<file path="src/rtl/go_to_goal_drive_command_top_defines.svh">
// Assertion macros for the go-to-goal drive command block.
// Included by the top level; needs no other file.
`ifndef GO_TO_GOAL_DRIVE_COMMAND_TOP_DEFINES_SVH
`define GO_TO_GOAL_DRIVE_COMMAND_TOP_DEFINES_SVH
`ifndef NO_ASSERTIONS
// Same-cycle implication, checked at every rising clock edge out of reset.
`define GTG_ASSERT_IMP(label, clk, rstn, ante, cons) \
    label: assert property (@(posedge clk) disable iff (!rstn) (ante) |-> (cons)) \
        else $error("go_to_goal_drive_command: assertion failed");
// Next-cycle implication, checked at every rising clock edge out of reset.
`define GTG_ASSERT_NXT(label, clk, rstn, ante, cons) \
    label: assert property (@(posedge clk) disable iff (!rstn) (ante) |=> (cons)) \
        else $error("go_to_goal_drive_command: assertion failed");
`else
`define GTG_ASSERT_IMP(label, clk, rstn, ante, cons)
`define GTG_ASSERT_NXT(label, clk, rstn, ante, cons)
`endif
`endif

</file>
<file path="src/rtl/gtg_div.sv">
// Pipelined restoring divider, 34-bit dividend by 16-bit divisor, 17 quotient bits.
// Uses no package items; the caller checks quotient overflow beforehand.
module gtg_div #(
    parameter int PW = 8
) (
    input  logic          aclk,
    input  logic          aresetn,
    input  logic          en,
    input  logic          in_valid,
    input  logic [33:0]   in_num,
    input  logic [15:0]   in_den,
    input  logic [PW-1:0] in_side,
    output logic          out_valid,
    output logic [16:0]   out_quot,
    output logic [PW-1:0] out_side
);
    localparam int QB = 17;

    logic [33:0]   rem_reg  [1:QB];
    logic [16:0]   quot_reg [1:QB];
    logic [15:0]   den_reg  [1:QB];
    logic [PW-1:0] side_reg [1:QB];
    logic          valid_reg[1:QB];

    for (genvar k = 0; k < QB; k++) begin : g_stage
        localparam int BIT_POS = QB - 1 - k;
        logic [33:0]   rem_in, rem_next, den_sh;
        logic [16:0]   quot_in, quot_next;
        logic [15:0]   den_in;
        logic [PW-1:0] s_in;
        logic          vl_in;
        logic          ge;

        if (k == 0) begin : g_first
            assign rem_in  = in_num;
            assign quot_in = '0;
            assign den_in  = in_den;
            assign s_in    = in_side;
            assign vl_in   = in_valid;
        end else begin : g_rest
            assign rem_in  = rem_reg[k];
            assign quot_in = quot_reg[k];
            assign den_in  = den_reg[k];
            assign s_in    = side_reg[k];
            assign vl_in   = valid_reg[k];
        end

        // One quotient bit: subtract the shifted divisor when it fits.
        always_comb begin
            den_sh    = {18'd0, den_in} << BIT_POS;
            ge        = rem_in >= den_sh;
            rem_next  = ge ? (rem_in - den_sh) : rem_in;
            quot_next = quot_in;
            quot_next[BIT_POS] = ge;
        end

        always_ff @(posedge aclk) begin
            if (!aresetn) begin
                valid_reg[k+1] <= 1'b0;
            end else if (en) begin
                valid_reg[k+1] <= vl_in;
            end
        end

        always_ff @(posedge aclk) begin
            if (en) begin
                rem_reg[k+1]  <= rem_next;
                quot_reg[k+1] <= quot_next;
                den_reg[k+1]  <= den_in;
                side_reg[k+1] <= s_in;
            end
        end
    end

    assign out_valid = valid_reg[QB];
    assign out_quot  = quot_reg[QB];
    assign out_side  = side_reg[QB];

endmodule

</file>
<file path="config.mk">
export PLATFORM = sky130hd
export DESIGN_NAME = gtg_div
export DESIGN_NICKNAME = d
export VERILOG_FILES = /design/src/rtl/go_to_goal_drive_command_top_defines.svh /design/src/rtl/gtg_div.sv
export SDC_FILE = /design/constraint.sdc
export NUM_CORES = 2
export LEC_CHECK = 0
export BUFFER_PORTS_ARGS = -buffer_cell sky130_fd_sc_hd__buf_4
export CAP_MARGIN = 15
export CORE_ASPECT_RATIO = 1.1
export CORE_MARGIN = 2
export CORE_UTILIZATION = 39
export DETAILED_ROUTE_END_ITERATION = 10
export PLACE_DENSITY = 0.54
export SKIP_LAST_GASP = 1
export SLEW_MARGIN = 10
export SYNTH_ARGS = -nofsm -noshare
export SYNTH_HDL_FRONTEND = slang
export SYNTH_SLANG_ARGS = --single-unit
</file>
<file path="constraint.sdc">
create_clock -name aclk -period 9 [get_ports aclk]
set_clock_uncertainty 0.05 [all_clocks]
set_input_delay 0.9 -clock aclk [delete_from_list [all_inputs] [get_ports aclk]]
set_output_delay 0.9 -clock aclk [all_outputs]
set_load 0.02 [all_outputs]
</file>
==> results.cfg <==
[clocking]
clk_path_buf_depth = 3
cts_made_buffers = 119
path_clk_slew_ns = 0.06
htree_levels = 3
cts_resized = 0
cts-root-buf = clkbuf_16
cts_setup_buffers = 0
cts_tree = done
hold_buffers = 0
clkLatencyLatePin_ns = 0.75
cts_sinks = 1106

[drt]
routed_via_density = 5.017
remaining_drc_errors = 0
drtPass1Iterations = 5
drtAntennaViolNets = 0
vias = 30801
wl_um = 96410
wl_per_cell_um = 15.70
initialDrtViolationCount = 1416

[die]
core_region_area_um2 = 134300
dieArea_um2 = 138200
io_pins = 88
initial_core_util = 0.3928
die_y_um = 389.7
num_rows = 141
die_x_um = 354.6

[sta]
relSlewSlack = 0.2722
rsz0062_at_grt = false
fin_ws_ns = 5.016
slew_violations = 0
setup_viol = 0
finalCritPeriodShare = 0.4427
min_period_ns = 3.984
hold_viol = 0
max_clock_freq_mhz = 251.0
tns_ns = 0
tightestPinTransition_ns = 1.092

[grt]
gr-total-overflow = 0
grt_pass1_wl_um = 155900
antenna_found_initial = 0
grt_max_degree = 202
grtUsageTotal = 0.1397
grt_pass1_vias = 32070

[power]
p_per_area_nw_per_um2 = 287.2
swShare = 0.3053
share_seq_of_total_power = 0.434
leakage_nw = 22.45
ir_drop_mv = 0.1921
pwr-share-clk = 0.284
combPwrFrac = 0.281
power.internal_mw = 11.89
p_sw_mw = 5.225

[worst_setup_path]
r2r_slack_ns = 5.02
max_stage_delay_ns = 0.65
path_buf_inv = 1
cp_max_fo = 28
crit_chain = inv_1, ha_1, fa_1, nor2b_1, o31a_1, o41a_1, a21o_1, o21ai_1, nand4_2, o21ai_0, nor4_1, xor2_1
arrival_ns = 4.39
critPathTopFamily = compound AO/OA/AOI/OAI gates
crit_type = reg -> reg
crit_path_end_kind = flip-flop
critPathSlowestCell = nand4_2
cp-start-kind = flip-flop
cp.required_ns = 9.40

[synth]
synth_edf_count = 1106
synthesis.instances = 4074
async_reset_ff_frac = 0
synth_nets = 4424
ys.flop_type = edfxtp_1
synth_area_per_cell_um2 = 12.94
yosysSeqAreaShare = 0.6298
yosys_warnings = 0
synth_area_um2 = 52730
ys_types = 93
synth_seq_cells = 1106

[placement]
gp_congestion = 0.9067
hpwl_um = 70230
pre_cts_slack_ns = 4.662
portBuffers = 87

[cells_and_area]
syn2layout_area_growth_pct = 13.01
drive_gt1_frac = 0.09007
num_antenna_cells = 0
nets = 4601
largest_register_ffs = 544
multiInputGateArea_um2 = 17950
fill_cells = 12128
register_area_um2 = 33210

[job]
maxCapViolCount = 0

[outcome]
outcome = complete, no violations

[hold_path]
hp-class = in -> reg
## worst paths after layout
check            startpoint  depth (start not counted)               to
max           rem_reg[8][8]                         12   rem_reg[9][26]
min              in_side[4]                          1  side_reg[0][12]
max reg2reg   rem_reg[8][8]                         12   rem_reg[9][26]
min reg2reg  den_reg[3][27]                          0   den_reg[3][43]
## cells in the mapped netlist (all sizes together) (66+ instances only)
cell | number | area [um2]
xor2 | 161 | 1410
nor2 | 287 | 1080
o21ai | 192 | 964.7
a21o | 86 | 645.6
nand2 | 223 | 837.1
inv | 345 | 1295
xnor2 | 176 | 1541
nor3 | 83 | 426.7
ha | 272 | 3403
edfxtp | 1106 | 33210
nand3 | 66 | 330.3
a21oi | 274 | 1390
nand2b | 66 | 415.4
## per-stage QoR
stage,util,power [mW],instance area [um2],hold slack (ns),instances
2_1_floorplan,-,11.08,52730,0.3503,4074
3_3_place_gp,0.4142,12.24,55610,0.3504,5913
3_5_place_dp,0.4143,12.33,55620,0.3545,5916
4_1_cts,0.4438,17.29,59580,0.2096,6138
5_1_grt,0.4439,18.16,59590,0.2305,6139
6_report,0.4439,17.12,59590,0.2805,6139
## layer usage
metal / vias to the layer above / share of wire / GRT usage
met4: 0 / 0.069 / 0.09908
met3: 309 / 0.031 / 0.02121
met5: - / 0 / 0
li1: 15465 / - / -
met2: 528 / 0.56 / 0.2797
met1: 14499 / 0.34 / 0.1250
## logic make-up (layout without fill, tap and decap cells)
kind of cell | Yosys count | in the layout | synth area share
compound gates | 809 | 809 | 0.09750
xor+xnor | 337 | 337 | 0.05597
fa+ha+maj | 288 | 288 | 0.07062
buf+inv | 407 | 685 | 0.03004
flops | 1106 | 1106 | 0.6298
mux | 60 | 60 | 0.01269
simple gates | 1067 | 1067 | 0.1033
## placed cells by master, fill, tap and decap left out, drive strengths merged, types with 27 or more instances in the layout
| cell type | instances |
|---|---|
| clkbuf | 145 |
| a21o | 86 |
| mux2 | 55 |
| nand2 | 223 |
| nor2 | 287 |
| nor3 | 83 |
| and3 | 38 |
| inv | 349 |
| xor2 | 161 |
| o21a | 42 |
| a21oi | 274 |
| a211oi | 27 |
| nand2b | 66 |
| nor2b | 48 |
| xnor2 | 176 |
| nor4 | 56 |
| ha | 272 |
| clkinv | 58 |
| nand4 | 45 |
| o21ai | 192 |
| nand3 | 66 |
| buf | 118 |
| o21bai | 28 |
| edfxtp | 1106 |
| or3 | 36 |
## layout make-up
cell class / count / share of cell area
multi-input combinational: 2561 / 0.3012
sequential: 1106 / 0.5573
tap: 1787 / 0.03752
clock buffer: 145 / 0.05161
inverter: 345 / 0.02173
timing repair buffer: 118 / 0.01583
clock inverter: 77 / 0.01476
## power by group through the flow
stage                     Combinational (mW)  Sequential [mW]  Clock [mW]
after floorplan                         3.71             7.37           0
after global placement                  4.71             7.53           0
after detailed placement                4.79             7.54           0
after CTS                               4.81             7.44        5.04
after global routing                    5.38             7.54        5.24
final                                   4.81             7.44        4.87
(Power assumes the default switching activity.)
