**config.mk**
```make
export PLATFORM = sky130hd
export DESIGN_NAME = gtg_sqrt
export DESIGN_NICKNAME = d
export VERILOG_FILES = /design/src/rtl/go_to_goal_drive_command_top_defines.svh /design/src/rtl/gtg_sqrt.sv
export SDC_FILE = /design/constraint.sdc
export NUM_CORES = 1
export LEC_CHECK = 0
export ABC_AREA = 1
export BUFFER_PORTS_ARGS = -buffer_cell sky130_fd_sc_hd__clkbuf_2
export CORE_MARGIN = 1.5
export CORE_UTILIZATION = 38
export CTS_BUF_LIST = sky130_fd_sc_hd__clkbuf_4 sky130_fd_sc_hd__clkbuf_8
export CTS_CLUSTER_DIAMETER = 80
export DETAILED_ROUTE_END_ITERATION = 6
export SYNTH_ARGS = -nofsm -noshare
export SYNTH_HDL_FRONTEND = slang
export SYNTH_SLANG_ARGS = --single-unit
```
**constraint.sdc**
```tcl
create_clock -name aclk -period 3.65 [get_ports aclk]
set_clock_uncertainty 0.15 [all_clocks]
set_input_delay 0.5475 -clock aclk [delete_from_list [all_inputs] [get_ports aclk]]
set_output_delay 0.5475 -clock aclk [all_outputs]
set_load 0.01 [all_outputs]
```
**src/rtl/go_to_goal_drive_command_top_defines.svh**
```systemverilog
// Assertion macros for the go-to-goal drive command block.
// Included by the top level; needs no other file.
`ifndef GO_TO_GOAL_DRIVE_COMMAND_TOP_DEFINES_SVH
`define GO_TO_GOAL_DRIVE_COMMAND_TOP_DEFINES_SVH
`ifndef NO_ASSERTIONS
// Same-cycle implication, checked at every rising clock edge out of reset.
`define GTG_ASSERT_IMP(label, clk, rstn, ante, cons) \
    label: assert property (@(posedge clk) disable iff (!rstn) (ante) |-> (cons)) \
        else $error("go_to_goal_drive_command: assertion failed");
// Next-cycle implication, checked at every rising clock edge out of reset.
`define GTG_ASSERT_NXT(label, clk, rstn, ante, cons) \
    label: assert property (@(posedge clk) disable iff (!rstn) (ante) |=> (cons)) \
        else $error("go_to_goal_drive_command: assertion failed");
`else
`define GTG_ASSERT_IMP(label, clk, rstn, ante, cons)
`define GTG_ASSERT_NXT(label, clk, rstn, ante, cons)
`endif
`endif

```
**src/rtl/gtg_sqrt.sv**
```systemverilog
// Pipelined integer square root, one result bit per register stage.
// Uses no package items; side-band data travels alongside each value.
module gtg_sqrt #(
    parameter int IN_W = 32,
    parameter int PW   = 8
) (
    input  logic              aclk,
    input  logic              aresetn,
    input  logic              en,
    input  logic              in_valid,
    input  logic [IN_W-1:0]   in_val,
    input  logic [PW-1:0]     in_side,
    output logic              out_valid,
    output logic [IN_W/2-1:0] out_root,
    output logic [PW-1:0]     out_side
);
    localparam int N = IN_W / 2;

    logic [IN_W-1:0] v_reg    [1:N];
    logic [IN_W-1:0] r_reg    [1:N];
    logic [PW-1:0]   side_reg [1:N];
    logic            valid_reg[1:N];

    for (genvar k = 0; k < N; k++) begin : g_stage
        localparam int BIT_POS = IN_W - 2 - 2 * k;
        localparam logic [IN_W:0] B = {{IN_W{1'b0}}, 1'b1} << BIT_POS;
        logic [IN_W-1:0] v_in, r_in, v_next, r_next;
        logic [PW-1:0]   s_in;
        logic            vl_in;
        logic [IN_W:0]   trial;
        logic            ge;

        if (k == 0) begin : g_first
            assign v_in  = in_val;
            assign r_in  = '0;
            assign s_in  = in_side;
            assign vl_in = in_valid;
        end else begin : g_rest
            assign v_in  = v_reg[k];
            assign r_in  = r_reg[k];
            assign s_in  = side_reg[k];
            assign vl_in = valid_reg[k];
        end

        // Try to subtract the current bit pair; keep the partial root aligned.
        always_comb begin
            trial  = {1'b0, r_in} + B;
            ge     = {1'b0, v_in} >= trial;
            v_next = ge ? IN_W'({1'b0, v_in} - trial) : v_in;
            r_next = ge ? IN_W'(({1'b0, r_in} >> 1) + B) : (r_in >> 1);
        end

        always_ff @(posedge aclk) begin
            if (!aresetn) begin
                valid_reg[k+1] <= 1'b0;
            end else if (en) begin
                valid_reg[k+1] <= vl_in;
            end
        end

        always_ff @(posedge aclk) begin
            if (en) begin
                v_reg[k+1]    <= v_next;
                r_reg[k+1]    <= r_next;
                side_reg[k+1] <= s_in;
            end
        end
    end

    assign out_valid = valid_reg[N];
    assign out_root  = r_reg[N][N-1:0];
    assign out_side  = side_reg[N];

endmodule

```
==> summary.md <==
| Metric | Value |
|---|---|
| Status | finished, violations left |
| Failing checks | DRC |
| Startpoint Class | flop |
| Site Rows | 116 |
| # IOs | 69 |
| LEAKAGE | 18.86 nW |
| Die Wd | 321.0 µm |
| Hold_sp | en |
| HP Class | in -> reg |
| Fmax | 340.5 MHz |
| Final nets | 4414 |
| FF+latch count, synth | 760 |
| Initial Utilization | 38.37% |
| DRT iter0 DRCs | 1796 |
| Post-Syn Instances | 3981 |
| Required time of the critical path | 4.02 ns |
| Distinct cells, synth | 54 |
| Share of cells above drive strength 1 | 9.152% |
| Synth Cell Area | 0.03843 mm² |
| Critical path type | reg -> reg |
| GR Util All Layers | 17.71% |
| # fillers | 9612 |
| Initial antenna violation count | 2 |
| Worst-path clk slew | 0.07 ns |
| Slew HR | 48.27% |
| TritonCTS clock tree | done |
| CP Data Arrival Time | 3.30 ns |
| Commonest cells after routing, fill and taps aside | nand2_1, edfxtp_1, inv_1 |
| Crit. End Element | flop |
| WHS Endpoint | v_reg[0][318] |
| Final instance area | 0.04353 mm² |
| Final setup viols | 0 |
| Setup TNS | 0 ns |
| Peak VDD IR | 0.0002733 V |
| Commonest non-fill, non-tap cell in the layout | nand2_1 |
| RSZ-0062 raised after global routing | false |
| Reg2reg setup slack | 0.71 ns |
| Syn nets | 4175 |
| Clk Latency, worst-skew pair | 0.81 ns |
| Drt total wl | 90.17 mm |
| DRC viols | 6 |
| Placed Area | 0.04043 mm² |
| Yosys warns | 0 |
| Vias | 27064 |
| Die ar. | 0.1031 mm² |
| Die Ht | 321.0 µm |
| TritonCTS buffer count | 134 |
| Root Driver | clkbuf_8 |
| Largest net degree at the start of global routing | 97 |
| First-pass GRT wire length | 142.9 mm |
| Number of max-cap violations | 0 |
| Area leader, netlist | edfxtp_1 |
| RR Endpoint | v_reg[0][247] |
| Max reg flops | 480 |
| Core Area | 0.1001 mm² |
| Setup Fix Bufs, Post-CTS | 0 |
| CP Cell Sequence | inv_1, ha_1, a21oi_1, o21ai_0, inv_1, nand2_1, nand3_1, nand3_1, nand2_1, o21ai_1 |
| Register area share after synthesis | 59.38% |
| Dominant cells by area after synthesis | edfxtp_1, nand2_1, inv_1 |
| CTS max path bufs | 3 |
| Crit path time final | 2.937 ns |
| Post-layout util | 43.46% |
| CTS Sinks | 760 |
| GRT overflow | 0 |
| Antenna Nets Post-Route | 0 |
| FF-to-FF path depth | 10 |
| Cell Pwr Density | 552.7 mW/mm² |
| # port buffers | 68 |
| Worst R2R Start | r_reg[6][24] |
| Post-DR vias/cell | 4.810 |
| Max Slew Vio Count | 0 |
| Post-route clock period utilization | 80.46% |
| Syn Area/Cell | 9.654 µm² |
| Drt first pass iters | 7 |
| Vias in the first global route | 26665 |
| Asr flop ratio synth | 0% |
| Primary FF master, synth | edfxtp_1 |
| Number of enable flip-flop cells after synthesis | 760 |
| Total Power | 24.06 mW |
| WHS Path Cells | 1 |
| Critical-path top delay cell | nand3_1 |
| CTS H-Tree Depth | 4 |
| Synth-to-Final Area Change | 13.26% |
| Slew of the pin with the lowest slew margin | 0.7678 ns |
| Final hold vios | 0 |
| WL per Instance | 16.02 µm |
| DPL Wire Length | 68.15 mm |
| Crit-path max cell delay | 0.59 ns |
| Share of the synthesized area in the top cell type | 59.38% |
| Hold WS | 0.07217 ns |
| Routability Congestion | 0.9445 |
| Crit Path Max Fanout | 22 |
## synthesized netlist by cell type, types with 3 or more instances
cell type and number:
a21boi_0 3, a21o_1 8, a21oi_1 127, a21oi_2 33
and3_1 3, buf_2 3, buf_4 11, buf_6 10
edfxtp_1 760, ha_1 150, inv_1 613, inv_2 6
nand2_1 1190, nand2_2 13, nand3_1 217, nand3b_1 25
nand4_1 66, nor2_1 386, nor2_2 16, nor2_4 3
nor3_1 60, nor3_2 3, nor3b_1 7, nor4_1 19
o211ai_1 3, o21a_1 3, o21ai_0 70, o21ai_1 24
o21ai_2 5, o21bai_1 4, or2_2 5, xnor2_1 35
xor2_1 73
## cell families (layout without fill, tap and decap cells)
group                      Yosys count  in the layout  share of synthesized area, %
DFF                                760            760                         59.38
AOI/OAI and AO/OA                  286            286                         4.340
xor gates and xnor gates           108            108                         2.461
adders and majority gates          150            150                         4.884
buffers and inverters              649            995                         6.749
other                                0              2                             0
and+or+nand+nor                   2028           2028                         22.18
## report_power, final
group	internal, mW	switching, mW	total [mW]
clock	4.21	3.67	7.88
sequential	10.8	0.678	11.5
combinational	1.59	3.09	4.67
## through the flow
stage / std cells / worst slack [ns]
floorplan: 3981 / 1.507
global route: 5626 / 0.4904
CTS: 5625 / 0.7290
detailed placement: 5341 / 0.7656
global placement: 5341 / 0.7195
finish: 5627 / 0.7132
## layout make-up
type	count	area (µm²)	area share, %
Sequential cell	760	22820	52.43
Multi-Input combinational cell	2572	13020	29.90
Inverter	622	2345	5.387
Clock buffer	165	2077	4.772
Tap cell	1298	1624	3.731
Timing Repair Buffer	130	1031	2.369
Clock inverter	78	606.8	1.394
Antenna cell	2	5.005	0.01150
## what timing repair did
item,CTS,global route
resized for setup,0,0
hold endpoints to repair,41,0
hold buffers,41,0
## routing by layer
| layer | GRT usage [%] | wire [µm] |
|---|---|---|
| met1 | 22.72 | 40370 |
| met3 | 2.966 | 4047 |
| met2 | 30.09 | 43290 |
| met5 | 0 | 0 |
| met4 | 6.405 | 2466 |
## worst max path at each step
| stage | to | cells after the start | from | slack (ns) |
|---|---|---|---|---|
| 2_1_floorplan | v_reg[0][399] | 11 | v_reg[0][372] | 1.51 |
| 3_3_place_gp | v_reg[0][247] | 9 | r_reg[6][24] | 0.72 |
| 3_5_place_dp | v_reg[0][247] | 9 | r_reg[6][24] | 0.77 |
| 4_1_cts | v_reg[0][247] | 9 | r_reg[6][24] | 0.73 |
| 5_1_grt | v_reg[0][247] | 10 | r_reg[6][22] | 0.49 |
| 6_report | v_reg[0][247] | 10 | r_reg[6][24] | 0.71 |
## critical path, delay by kind of cell, from the launching register on
kind	cells	cell delay, ns
simple gates	4	1.10
compound gates	3	0.50
flops	1	0.41
fa+ha+maj	1	0.33
buf+inv	2	0.14
No activity file was read; power rests on OpenSTA's default activity.
