--- config.mk ---
export PLATFORM = sky130hd
export DESIGN_NAME = gtg_cordic_rot
export DESIGN_NICKNAME = d
export VERILOG_FILES = /design/src/rtl/go_to_goal_drive_command_top_defines.svh /design/src/rtl/gtg_pkg.sv /design/src/rtl/gtg_cordic_rot.sv
export SDC_FILE = /design/constraint.sdc
export NUM_CORES = 2
export LEC_CHECK = 0
export ABC_AREA = 1
export BUFFER_PORTS_ARGS = -buffer_cell sky130_fd_sc_hd__buf_2
export CAP_MARGIN = 20
export CORE_ASPECT_RATIO = 1.4
export CORE_MARGIN = 2
export CORE_UTILIZATION = 49
export DETAILED_ROUTE_END_ITERATION = 8
export SYNTH_ARGS = -nofsm -noshare
export SYNTH_HDL_FRONTEND = slang
export SYNTH_SLANG_ARGS = --single-unit
--- constraint.sdc ---
create_clock -name aclk -period 5.6 [get_ports aclk]
set_clock_uncertainty 0.15 [all_clocks]
set_input_delay 0.56 -clock aclk [delete_from_list [all_inputs] [get_ports aclk]]
set_output_delay 0.56 -clock aclk [all_outputs]
set_load 0.02 [all_outputs]
--- src/rtl/go_to_goal_drive_command_top_defines.svh ---
// Assertion macros for the go-to-goal drive command block.
// Included by the top level; needs no other file.
`ifndef GO_TO_GOAL_DRIVE_COMMAND_TOP_DEFINES_SVH
`define GO_TO_GOAL_DRIVE_COMMAND_TOP_DEFINES_SVH
`ifndef NO_ASSERTIONS
// Same-cycle implication, checked at every rising clock edge out of reset.
`define GTG_ASSERT_IMP(label, clk, rstn, ante, cons) \
    label: assert property (@(posedge clk) disable iff (!rstn) (ante) |-> (cons)) \
        else $error("go_to_goal_drive_command: assertion failed");
// Next-cycle implication, checked at every rising clock edge out of reset.
`define GTG_ASSERT_NXT(label, clk, rstn, ante, cons) \
    label: assert property (@(posedge clk) disable iff (!rstn) (ante) |=> (cons)) \
        else $error("go_to_goal_drive_command: assertion failed");
`else
`define GTG_ASSERT_IMP(label, clk, rstn, ante, cons)
`define GTG_ASSERT_NXT(label, clk, rstn, ante, cons)
`endif
`endif

--- src/rtl/gtg_pkg.sv ---
// Shared constants, register codes, side-band types and the CORDIC angle table.
// Depends on nothing; used by the two CORDIC modules, the top level and the testbench.
package gtg_pkg;

    localparam int POS_FRAC_BITS_DEF = 11;
    localparam int CORDIC_STAGES_DEF = 14;
    localparam int ATAN_LEN          = 24;

    // Angles in Q3.13.
    localparam logic signed [16:0] PI_Q13       = 17'sd25736;
    localparam logic signed [16:0] NEG_PI_Q13   = -17'sd25736;
    localparam logic signed [16:0] TWO_PI_Q13   = 17'sd51472;
    localparam logic signed [16:0] HALF_PI_Q13  = 17'sd12868;
    localparam logic signed [16:0] NEG_HALF_Q13 = -17'sd12868;

    // CORDIC datapath in Q16.
    localparam int ANG_W = 20;
    localparam logic signed [ANG_W-1:0] CORDIC_START = 20'sd39797;

    // Configuration register reset values.
    localparam logic [14:0] GOAL_X_RST   = 15'd0;
    localparam logic [14:0] GOAL_Y_RST   = 15'd0;
    localparam logic [7:0]  LIN_GAIN_RST = 8'd96;
    localparam logic [7:0]  ANG_GAIN_RST = 8'd96;
    localparam logic [14:0] LIMIT_RST    = 15'd16384;
    localparam logic [14:0] TOL_RST      = 15'd20;
    localparam logic [14:0] BAND_RST     = 15'd1024;

    typedef enum logic [2:0] {
        REG_GOAL_X       = 3'd0,
        REG_GOAL_Y       = 3'd1,
        REG_LINEAR_GAIN  = 3'd2,
        REG_ANGULAR_GAIN = 3'd3,
        REG_SPEED_LIMIT  = 3'd4,
        REG_ARRIVE_TOL   = 3'd5,
        REG_X_BAND       = 3'd6
    } cfg_reg_t;

    // Side band carried through the distance square root.
    typedef struct packed {
        logic signed [15:0]      dx;
        logic signed [15:0]      dy;
        logic signed [ANG_W-1:0] z;
        logic                    neg;
        logic                    rev;
    } sq_side_t;

    // Side band carried through the sine/cosine rotation.
    typedef struct packed {
        logic signed [15:0] dx;
        logic signed [15:0] dy;
        logic [15:0]        dist_len;
        logic               neg;
        logic               rev;
        logic               arrived;
    } rot_side_t;

    // Side band carried through the ratio divider.
    typedef struct packed {
        logic        sign;
        logic        ovf;
        logic        dist_zero;
        logic [15:0] dist_len;
        logic        rev;
        logic        arrived;
    } div_side_t;

    // Side band carried through the second square root.
    typedef struct packed {
        logic signed [17:0] ratio;
        logic [15:0]        dist_len;
        logic               rev;
        logic               arrived;
    } rad_side_t;

    // Side band carried through the vectoring CORDIC.
    typedef struct packed {
        logic [15:0] dist_len;
        logic        rev;
        logic        arrived;
    } vec_side_t;

    // Arctangent of 2^-i in Q16, rounded.
    function automatic logic signed [ANG_W-1:0] atan_q16(input int idx);
        logic signed [ANG_W-1:0] val;
        case (idx)
            0:       val = 20'sd51472;
            1:       val = 20'sd30386;
            2:       val = 20'sd16055;
            3:       val = 20'sd8150;
            4:       val = 20'sd4091;
            5:       val = 20'sd2047;
            6:       val = 20'sd1024;
            7:       val = 20'sd512;
            8:       val = 20'sd256;
            9:       val = 20'sd128;
            10:      val = 20'sd64;
            11:      val = 20'sd32;
            12:      val = 20'sd16;
            13:      val = 20'sd8;
            14:      val = 20'sd4;
            15:      val = 20'sd2;
            16:      val = 20'sd1;
            default: val = 20'sd0;
        endcase
        return val;
    endfunction

endpackage

--- src/rtl/gtg_cordic_rot.sv ---
// Pipelined rotation-mode CORDIC giving cosine and sine in Q16.
// Depends on gtg_pkg for the datapath width, start gain and angle table.
module gtg_cordic_rot #(
    parameter int STAGES = 14,
    parameter int PW     = 8
) (
    input  logic                            aclk,
    input  logic                            aresetn,
    input  logic                            en,
    input  logic                            in_valid,
    input  logic signed [gtg_pkg::ANG_W-1:0] in_z,
    input  logic [PW-1:0]                   in_side,
    output logic                            out_valid,
    output logic signed [gtg_pkg::ANG_W-1:0] out_cos,
    output logic signed [gtg_pkg::ANG_W-1:0] out_sin,
    output logic [PW-1:0]                   out_side
);
    localparam int W = gtg_pkg::ANG_W;

    logic signed [W-1:0] x_reg [1:STAGES];
    logic signed [W-1:0] y_reg [1:STAGES];
    logic signed [W-1:0] z_reg [1:STAGES];
    logic [PW-1:0]       side_reg [1:STAGES];
    logic                valid_reg[1:STAGES];

    for (genvar k = 0; k < STAGES; k++) begin : g_stage
        localparam logic signed [W-1:0] ANG = gtg_pkg::atan_q16(k);
        logic signed [W-1:0] x_in, y_in, z_in, x_next, y_next, z_next;
        logic [PW-1:0]       s_in;
        logic                vl_in;

        if (k == 0) begin : g_first
            assign x_in  = gtg_pkg::CORDIC_START;
            assign y_in  = '0;
            assign z_in  = in_z;
            assign s_in  = in_side;
            assign vl_in = in_valid;
        end else begin : g_rest
            assign x_in  = x_reg[k];
            assign y_in  = y_reg[k];
            assign z_in  = z_reg[k];
            assign s_in  = side_reg[k];
            assign vl_in = valid_reg[k];
        end

        // Rotate toward the residual angle by the micro-angle of this stage.
        always_comb begin
            if (!z_in[W-1]) begin
                x_next = x_in - (y_in >>> k);
                y_next = y_in + (x_in >>> k);
                z_next = z_in - ANG;
            end else begin
                x_next = x_in + (y_in >>> k);
                y_next = y_in - (x_in >>> k);
                z_next = z_in + ANG;
            end
        end

        always_ff @(posedge aclk) begin
            if (!aresetn) begin
                valid_reg[k+1] <= 1'b0;
            end else if (en) begin
                valid_reg[k+1] <= vl_in;
            end
        end

        always_ff @(posedge aclk) begin
            if (en) begin
                x_reg[k+1]    <= x_next;
                y_reg[k+1]    <= y_next;
                z_reg[k+1]    <= z_next;
                side_reg[k+1] <= s_in;
            end
        end
    end

    assign out_valid = valid_reg[STAGES];
    assign out_cos   = x_reg[STAGES];
    assign out_sin   = y_reg[STAGES];
    assign out_side  = side_reg[STAGES];

endmodule

==> metrics.cfg <==
[detailed_routing]
drcViolationCount=0
dr.pass1.iters=6
drt-wirelength-per-cell_um=18.5
drtIter0Drc=3382
via_per_inst=5.48
ant_nets=0
via_count=54000
routed_wl_um=182000

[sta]
setup_viol=0
drv_slew=0
slew_headroom_pct=32.1
fin_crit_sh_pct=70.5
clock.fmax_ghz=0.253
worst-slew-pin-transition_ns=1.02
hold_violations=0
tns_ns=0
post-route-min-period_ns=3.95
rsz0062_at_grt=no

[global_routing]
grt_overflow=0
grt_pass1_vias=53800
grt_usage_pct=26.0
antenna_found_initial=2
grt_pass1_wl_um=287000
grt_max_degree=133

[critical_path]
endpoint_kind=flop
cp.required_ns=5.91
crit_arrival_ns=4.26
cp-start-kind=flop
crit_type=reg -> reg
cp_max_fo=34

[cts]
clk_latency_ns=0.71
htree_levels=3
cts_setup_buffers=0
cts_buffer_depth=3
path_clk_slew_ns=0.06
clock-root-buffer=clkbuf_16
cts.sinks=856
cts_buffers=92
cts_tree=built
cts_resized=0

[yosys]
synthCells=7832
synth_warnings=0
synth_area_mm2=0.0669
synth-seq-cells=856
avgSynthCellArea_um2=8.54
synth_seq_area_share_pct=38.5
ys_types=63

[layout]
largest_reg_flops=259
area_delta_synth_final_pct=8.65
final_common_cell=nand2_1
layout-drive-gt1-share_pct=5.19
fillers=12800
postLayoutCellArea_mm2=0.0726
fin_nets=8754
final_cell_mix=1,580 x nand2_1, 856 x edfxtp_1, 806 x inv_1, 754 x nor2_1, 692 x a21oi_1

[placed_design]
io_buffers=80
dp_hpwl_um=147000
dpl_cell_area_mm2=0.0695
place.gp.congestion=0.965

[floorplan]
dieArea_mm2=0.139
die-height_um=441
die_x_um=316
core_area_mm2=0.136
initial_utilization_pct=49.3
num_rows=160
io_pins=81

[job]
maxCapViolCount=0

[status]
status=finished clean

[worst_hold_path]
hold_path_class=in -> reg

==> critical path, cell delays in order (launching register included) <==
cell and delay, ns:
edfxtp_1 0.97, inv_2 0.50, nand2_1 0.24, nand2_1 0.10, nor2_1 0.17, nand2_1 0.11, xor2_1 0.19, ha_1 0.39
nand2_1 0.13, nor4_1 0.39, nand4_1 0.15, nand3_1 0.11, xor2_1 0.07
==> metal layers <==
layer	track usage [%]	part of all wire [%]	vias to the layer above	wire, µm
li1	-	-	27300	-
met2	48.0	51	1193	92900
met1	29.8	40	25100	73500
met5	0	0.0071	-	13
met4	12.9	5.1	2	9260
met3	2.48	3.4	394	6220
==> final timing paths <==
check	startpoint	endpoint	slack (ns)	cells after the start
max	z_reg[1][39]	y_reg[0][97]	1.65	12
max reg2reg	z_reg[1][39]	y_reg[0][97]	1.65	12
min reg2reg	side_reg[0][51]	side_reg[0][59]	0.25	0
min	in_z[5]	z_reg[0][25]	0.08	2
==> cell families (layout without fill, tap and decap cells) <==
group | Yosys count | count (layout) | synth area share (%)
simple gates | 3144 | 3144 | 20.0
compound gates | 1451 | 1451 | 12.3
buf+inv | 868 | 1101 | 4.93
flops | 856 | 856 | 38.5
xor+xnor | 783 | 783 | 10.3
fa+ha+maj | 727 | 727 | 14.0
other cells | 2 | 6 | 0.0112
mux | 1 | 1 | 0.0150
==> Yosys cell counts (all sizes together) <==
cell type	n	area [µm²]
and2	4	25.0
nor2	783	3020
nand2	1598	6050
fa	37	741
mux2i	1	10.0
xor2	563	4930
o2111ai	2	17.5
nand3	462	2340
o221ai	1	8.76
o21a	20	150
clkbuf	19	71.3
xnor2	220	1940
conb	2	7.51
nand4	101	632
a21o	101	758
buf	27	140
o211ai	9	72.6
and3	2	12.5
nor3b	5	47.5
ha	690	8630
o21ai	435	2330
or2	12	75.1
o21bai	40	308
edfxtp	856	25700
nand2b	1	6.26
o31ai	25	193
a22oi	2	15.0
nand3b	12	103
inv	822	3090
o41ai	1	16.3
nor4	42	303
nor3	122	737
a31oi	75	469
a21boi	27	263
a221oi	2	17.5
o22ai	3	18.8
a21oi	705	3580
a211oi	3	22.5
==> timing repair <==
item,CTS,global route
endpoints found under the setup margin,0,0
hold buffers,15,0
hold endpoints to repair,15,0
==> cell type report <==
type	instances	area [µm²]	share of cell area, %
clock buffer	105	2370	3.27
timing repair buffer	113	766	1.05
tap	1782	2230	3.07
antenna	2	5.00	0.00689
clock inverter	61	614	0.846
multi-input combinational	6110	37900	52.1
inverter	822	3090	4.25
sequential	856	25700	35.4
==> per-stage QoR <==
stage / util, % / setup slack, ns / hold slack, ns / cells
after floorplan: - / 2.57 / 0.250 / 7834
after global placement: 51.3 / 1.84 / 0.251 / 9667
after detailed placement: 51.3 / 1.76 / 0.255 / 9667
after CTS: 53.6 / 1.70 / 0.0184 / 9848
after global routing: 53.6 / 1.28 / 0.0690 / 9850
final: 53.6 / 1.65 / 0.0814 / 9851
Power is not shown: default switching activity piles up to over one toggle a cycle in this logic, so the estimate is an artifact.
