$ cat config.mk
export PLATFORM = sky130hd
export DESIGN_NAME = gtg_cordic_vec
export DESIGN_NICKNAME = d
export VERILOG_FILES = /design/src/rtl/go_to_goal_drive_command_top_defines.svh /design/src/rtl/gtg_pkg.sv /design/src/rtl/gtg_cordic_vec.sv
export SDC_FILE = /design/constraint.sdc
export NUM_CORES = 2
export LEC_CHECK = 0
export ABC_CLOCK_PERIOD_IN_PS = 4400
export BUFFER_PORTS_ARGS = -buffer_cell sky130_fd_sc_hd__clkbuf_2
export CORE_UTILIZATION = 55
export CTS_CLUSTER_SIZE = 8
export DETAILED_ROUTE_END_ITERATION = 7
export PLACE_DENSITY = 0.71
export SYNTH_ARGS = -nofsm -noshare
export SYNTH_HDL_FRONTEND = slang
export SYNTH_SLANG_ARGS = --single-unit
$ cat constraint.sdc
create_clock -name aclk -period 4.4 [get_ports aclk]
set_input_delay 0.44 -clock aclk [delete_from_list [all_inputs] [get_ports aclk]]
set_output_delay 0.44 -clock aclk [all_outputs]
set_load 0.01 [all_outputs]
$ cat src/rtl/go_to_goal_drive_command_top_defines.svh
// Assertion macros for the go-to-goal drive command block.
// Included by the top level; needs no other file.
`ifndef GO_TO_GOAL_DRIVE_COMMAND_TOP_DEFINES_SVH
`define GO_TO_GOAL_DRIVE_COMMAND_TOP_DEFINES_SVH
`ifndef NO_ASSERTIONS
// Same-cycle implication, checked at every rising clock edge out of reset.
`define GTG_ASSERT_IMP(label, clk, rstn, ante, cons) \
    label: assert property (@(posedge clk) disable iff (!rstn) (ante) |-> (cons)) \
        else $error("go_to_goal_drive_command: assertion failed");
// Next-cycle implication, checked at every rising clock edge out of reset.
`define GTG_ASSERT_NXT(label, clk, rstn, ante, cons) \
    label: assert property (@(posedge clk) disable iff (!rstn) (ante) |=> (cons)) \
        else $error("go_to_goal_drive_command: assertion failed");
`else
`define GTG_ASSERT_IMP(label, clk, rstn, ante, cons)
`define GTG_ASSERT_NXT(label, clk, rstn, ante, cons)
`endif
`endif

$ cat src/rtl/gtg_pkg.sv
// Shared constants, register codes, side-band types and the CORDIC angle table.
// Depends on nothing; used by the two CORDIC modules, the top level and the testbench.
package gtg_pkg;

    localparam int POS_FRAC_BITS_DEF = 11;
    localparam int CORDIC_STAGES_DEF = 14;
    localparam int ATAN_LEN          = 24;

    // Angles in Q3.13.
    localparam logic signed [16:0] PI_Q13       = 17'sd25736;
    localparam logic signed [16:0] NEG_PI_Q13   = -17'sd25736;
    localparam logic signed [16:0] TWO_PI_Q13   = 17'sd51472;
    localparam logic signed [16:0] HALF_PI_Q13  = 17'sd12868;
    localparam logic signed [16:0] NEG_HALF_Q13 = -17'sd12868;

    // CORDIC datapath in Q16.
    localparam int ANG_W = 20;
    localparam logic signed [ANG_W-1:0] CORDIC_START = 20'sd39797;

    // Configuration register reset values.
    localparam logic [14:0] GOAL_X_RST   = 15'd0;
    localparam logic [14:0] GOAL_Y_RST   = 15'd0;
    localparam logic [7:0]  LIN_GAIN_RST = 8'd96;
    localparam logic [7:0]  ANG_GAIN_RST = 8'd96;
    localparam logic [14:0] LIMIT_RST    = 15'd16384;
    localparam logic [14:0] TOL_RST      = 15'd20;
    localparam logic [14:0] BAND_RST     = 15'd1024;

    typedef enum logic [2:0] {
        REG_GOAL_X       = 3'd0,
        REG_GOAL_Y       = 3'd1,
        REG_LINEAR_GAIN  = 3'd2,
        REG_ANGULAR_GAIN = 3'd3,
        REG_SPEED_LIMIT  = 3'd4,
        REG_ARRIVE_TOL   = 3'd5,
        REG_X_BAND       = 3'd6
    } cfg_reg_t;

    // Side band carried through the distance square root.
    typedef struct packed {
        logic signed [15:0]      dx;
        logic signed [15:0]      dy;
        logic signed [ANG_W-1:0] z;
        logic                    neg;
        logic                    rev;
    } sq_side_t;

    // Side band carried through the sine/cosine rotation.
    typedef struct packed {
        logic signed [15:0] dx;
        logic signed [15:0] dy;
        logic [15:0]        dist_len;
        logic               neg;
        logic               rev;
        logic               arrived;
    } rot_side_t;

    // Side band carried through the ratio divider.
    typedef struct packed {
        logic        sign;
        logic        ovf;
        logic        dist_zero;
        logic [15:0] dist_len;
        logic        rev;
        logic        arrived;
    } div_side_t;

    // Side band carried through the second square root.
    typedef struct packed {
        logic signed [17:0] ratio;
        logic [15:0]        dist_len;
        logic               rev;
        logic               arrived;
    } rad_side_t;

    // Side band carried through the vectoring CORDIC.
    typedef struct packed {
        logic [15:0] dist_len;
        logic        rev;
        logic        arrived;
    } vec_side_t;

    // Arctangent of 2^-i in Q16, rounded.
    function automatic logic signed [ANG_W-1:0] atan_q16(input int idx);
        logic signed [ANG_W-1:0] val;
        case (idx)
            0:       val = 20'sd51472;
            1:       val = 20'sd30386;
            2:       val = 20'sd16055;
            3:       val = 20'sd8150;
            4:       val = 20'sd4091;
            5:       val = 20'sd2047;
            6:       val = 20'sd1024;
            7:       val = 20'sd512;
            8:       val = 20'sd256;
            9:       val = 20'sd128;
            10:      val = 20'sd64;
            11:      val = 20'sd32;
            12:      val = 20'sd16;
            13:      val = 20'sd8;
            14:      val = 20'sd4;
            15:      val = 20'sd2;
            16:      val = 20'sd1;
            default: val = 20'sd0;
        endcase
        return val;
    endfunction

endpackage

$ cat src/rtl/gtg_cordic_vec.sv
// Pipelined vectoring-mode CORDIC giving atan2(y, x) in Q16 for x >= 0.
// Depends on gtg_pkg for the datapath width and angle table.
module gtg_cordic_vec #(
    parameter int STAGES = 14,
    parameter int PW     = 8
) (
    input  logic                            aclk,
    input  logic                            aresetn,
    input  logic                            en,
    input  logic                            in_valid,
    input  logic signed [gtg_pkg::ANG_W-1:0] in_x,
    input  logic signed [gtg_pkg::ANG_W-1:0] in_y,
    input  logic [PW-1:0]                   in_side,
    output logic                            out_valid,
    output logic signed [gtg_pkg::ANG_W-1:0] out_angle,
    output logic [PW-1:0]                   out_side
);
    localparam int W = gtg_pkg::ANG_W;

    logic signed [W-1:0] x_reg [1:STAGES];
    logic signed [W-1:0] y_reg [1:STAGES];
    logic signed [W-1:0] z_reg [1:STAGES];
    logic [PW-1:0]       side_reg [1:STAGES];
    logic                valid_reg[1:STAGES];

    for (genvar k = 0; k < STAGES; k++) begin : g_stage
        localparam logic signed [W-1:0] ANG = gtg_pkg::atan_q16(k);
        logic signed [W-1:0] x_in, y_in, z_in, x_next, y_next, z_next;
        logic [PW-1:0]       s_in;
        logic                vl_in;

        if (k == 0) begin : g_first
            assign x_in  = in_x;
            assign y_in  = in_y;
            assign z_in  = '0;
            assign s_in  = in_side;
            assign vl_in = in_valid;
        end else begin : g_rest
            assign x_in  = x_reg[k];
            assign y_in  = y_reg[k];
            assign z_in  = z_reg[k];
            assign s_in  = side_reg[k];
            assign vl_in = valid_reg[k];
        end

        // Drive y toward zero and accumulate the angle turned through.
        always_comb begin
            if (!y_in[W-1]) begin
                x_next = x_in + (y_in >>> k);
                y_next = y_in - (x_in >>> k);
                z_next = z_in + ANG;
            end else begin
                x_next = x_in - (y_in >>> k);
                y_next = y_in + (x_in >>> k);
                z_next = z_in - ANG;
            end
        end

        always_ff @(posedge aclk) begin
            if (!aresetn) begin
                valid_reg[k+1] <= 1'b0;
            end else if (en) begin
                valid_reg[k+1] <= vl_in;
            end
        end

        always_ff @(posedge aclk) begin
            if (en) begin
                x_reg[k+1]    <= x_next;
                y_reg[k+1]    <= y_next;
                z_reg[k+1]    <= z_next;
                side_reg[k+1] <= s_in;
            end
        end
    end

    assign out_valid = valid_reg[STAGES];
    assign out_angle = z_reg[STAGES];
    assign out_side  = side_reg[STAGES];

endmodule

==> results.py <==
metrics = {
    "clock_tree": {
        "post_cts_buffers": 0,
        "clkTransAtPathRegs_ns": 0.05,
        "cts_sinks": 840,
        "insertion_delay_ns": 0.71,
        "cts_tree": "done",
        "cts_resized": 0,
        "cts_root_buffer": "clkbuf_16",
        "htree_num_levels": 3,
        "cts-hold-fix-buffers": 8,
        "numCtsBuffers": 116,
        "clock_path_buffers": 3,
    },
    "timing": {
        "slew_viol_final": 0,
        "fmaxAchievable_mhz": 250.9,
        "relSlewSlack_pct": 43.75,
        "setup_viol": 0,
        "min_period_ns": 3.985,
        "finClkSkew_ns": 0.02826,
        "grt_setup_unrepaired": "false",
        "tightest_slew_ns": 0.8428,
        "setup_tns_ns": 0,
        "min_period_over_period_pct": 90.57,
        "hold_viol": 0,
    },
    "flow_run": {
        "cap_violations": 0,
    },
    "global_routing": {
        "grtUsageTotal_pct": 23.04,
        "grt_start_max_net_pins": 113,
        "grt-ovfl-total": 0,
        "grt_pass1_wl_um": 215000,
        "grt_util_met2_pct": 41.92,
        "grt.met1_usage_pct": 28.63,
        "gr-max-usage-layer": "met2",
        "antenna_found_initial": 0,
        "grt_pass1_vias": 43110,
        "met3_usage_pct": 2.709,
    },
    "logic_synthesis": {
        "synth_nets": 6722,
        "ys.flop_type": "edfxtp_1",
        "yosys-top-cells-area": "edfxtp_1 (41%), ha_1 (14%), xnor2_1 (7.5%), a21oi_1 (4.5%), xor2_1 (4.1%)",
        "syn_area_per_cell_um2": 10.37,
        "seq_area_frac_synth_pct": 41.01,
        "synth_seq_cells": 840,
        "async_flop_share_pct": 0,
        "synth_edf_count": 840,
        "yosysTopAreaCell": "edfxtp_1",
        "syn_area_um2": 61510,
        "ys_warn_count": 0,
        "netlist_instances": 5932,
        "yosysTopAreaCellShare_pct": 41.01,
        "synth.distinct_cells": 88,
    },
    "routing": {
        "wl_per_cell_um": 17.33,
        "num_vias": 44320,
        "drtIter0Drc": 2769,
        "drt_wl_total_um": 132100,
        "drt_pass1_iterations": 6,
        "drc_errors": 0,
        "vias_per_cell": 5.815,
        "drt.antenna.violating_nets": 0,
    },
    "worst_setup_path": {
        "arrival_ns": 4.42,
        "worstPathRequired_ns": 4.83,
        "critPathBufInv": 0,
        "path_cells": "or3_1 > or3_1 > nor3_2 > nor2_1 > xnor2_1 > ha_1 > and3_1 > a211oi_1 > a211oi_1 > o22a_1 > a221o_1 > a21oi_1 > xnor2_1",
        "cp_max_fo": 6,
        "path_delay_family": "compound AO/OA/AOI/OAI gates",
        "cp.depth": 13,
        "slowest_delay_ns": 0.44,
        "slowest_stage": "edfxtp_1",
        "r2r_cells": 13,
        "crit_path_end_kind": "flop",
        "path_class": "flop to flop",
        "worstSetupStartpointType": "flop",
    },
    "layout": {
        "final_layout_size_suffix_gt1_share_pct": 5.691,
        "antenna_cells": 0,
        "largest_reg_flops": 246,
        "area.growth.synth_to_final_pct": 9.336,
        "nets": 6907,
    },
    "die": {
        "die_w_um": 336.4,
        "fp.dieH_um": 336.4,
        "start_util_pct": 55.51,
        "ios": 81,
        "rows": 122,
        "core-area_um2": 110800,
        "die_area_um2": 113200,
    },
    "place": {
        "gp_congestion": 0.9274,
        "numPortBuffers": 79,
        "place_hpwl_um": 100200,
    },
    "run_status": {
        "status": "finished, final reports clean",
    },
    "worst_hold_path": {
        "min_path_cells": 2,
        "min_path_type": "input port to flop",
    },
}
==> worst paths after layout <==
check | start | end | slack, ns
worst max-delay path | x_reg[0][24]$_DFFE_PP_ | y_reg[0][58]$_DFFE_PP_ | 0.41
worst min-delay path | in_valid | valid_reg[0][1]$_DFFE_PP_ | 0.08
worst max register to register | x_reg[0][24]$_DFFE_PP_ | y_reg[0][58]$_DFFE_PP_ | 0.41
worst min register to register | z_reg[0][221]$_DFFE_PP_ | z_reg[0][241]$_DFFE_PP_ | 0.41
==> logic make-up after synthesis <==
kind of cell               share of synthesized area, %
DFF                                               41.01
other                                          0.006096
and+or+nand+nor                                   11.37
adders and majority gates                         15.48
xor gates and xnor gates                          11.63
AOI/OAI and AO/OA                                 17.29
muxes                                            0.7445
buffers and inverters                             2.475
==> stage by stage <==
stage | util [%] | setup WS, ns | instances | hold WS [ns] | area [µm²]
final | 60.69 | 0.4148 | 7621 | 0.08420 | 67260
after CTS | 60.69 | 0.3861 | 7621 | 0.03651 | 67260
after detailed placement | 57.78 | 0.4424 | 7479 | 0.4045 | 64030
after floorplan | - | 0.7781 | 5932 | 0.4003 | 61510
after global routing | 60.69 | 0.08626 | 7621 | 0.05232 | 67260
after global placement | 57.78 | 0.4707 | 7479 | 0.4005 | 64030
==> final cells by class <==
cell class,instances,area [µm²]
clock buffers,125,2958
multi-input cells,4689,34770
well taps,1488,1862
fillers,9061,43570
clock inverters,9,187.7
repair buffers,156,1079
flip-flops and latches,840,25220
inverters,314,1179
==> routing by layer <==
metal	vias up	wire length (µm)	part of all wire [%]
met1	21040	57830	44
met5	-	0	0
li1	22300	-	-
met4	0	3151	2.4
met2	772	66910	51
met3	204	4180	3.2
==> worst register-to-register path, delay by kind of cell (launching register included) <==
| family | cells | cell delay, ns |
|---|---|---|
| AO/OA/AOI/OAI | 5 | 1.40 |
| AND/OR/NAND/NOR | 5 | 1.31 |
| XOR/XNOR | 2 | 0.23 |
| flip-flops | 1 | 0.44 |
| adder cells (fa/ha/maj) | 1 | 0.36 |
==> cell usage in the layout (no fill, tap or decap), drive strengths merged, types with 164 or more instances in the layout <==
cell,netlist,layout
a21o,236,236
a21oi,551,551
clkbuf,68,203
edfxtp,840,840
ha,700,700
inv,310,313
nand2,237,237
nor2,517,517
nor3,164,164
o21ai,289,289
xnor2,528,528
xor2,289,289
==> synth_stat cells, types with 22 or more instances <==
master / instances
or3_1: 25
a21o_1: 236
edfxtp_1: 840
a21oi_1: 550
and3_1: 81
xor2_1: 289
nor4_1: 43
o21a_1: 103
nand3_1: 62
a211oi_1: 53
nand4_1: 29
o21ai_0: 281
nand2b_1: 76
o211ai_1: 25
o21bai_1: 65
o31ai_1: 28
nor3_1: 163
nand2_1: 237
mux2_2: 22
clkbuf_1: 68
nor2b_1: 102
fa_1: 38
inv_1: 309
a31oi_1: 61
nor2_1: 517
ha_1: 700
xnor2_1: 528
Power is left out: the tool's default activity adds up to more than one toggle a clock period on the data nets, which glitch-free logic cannot reach.
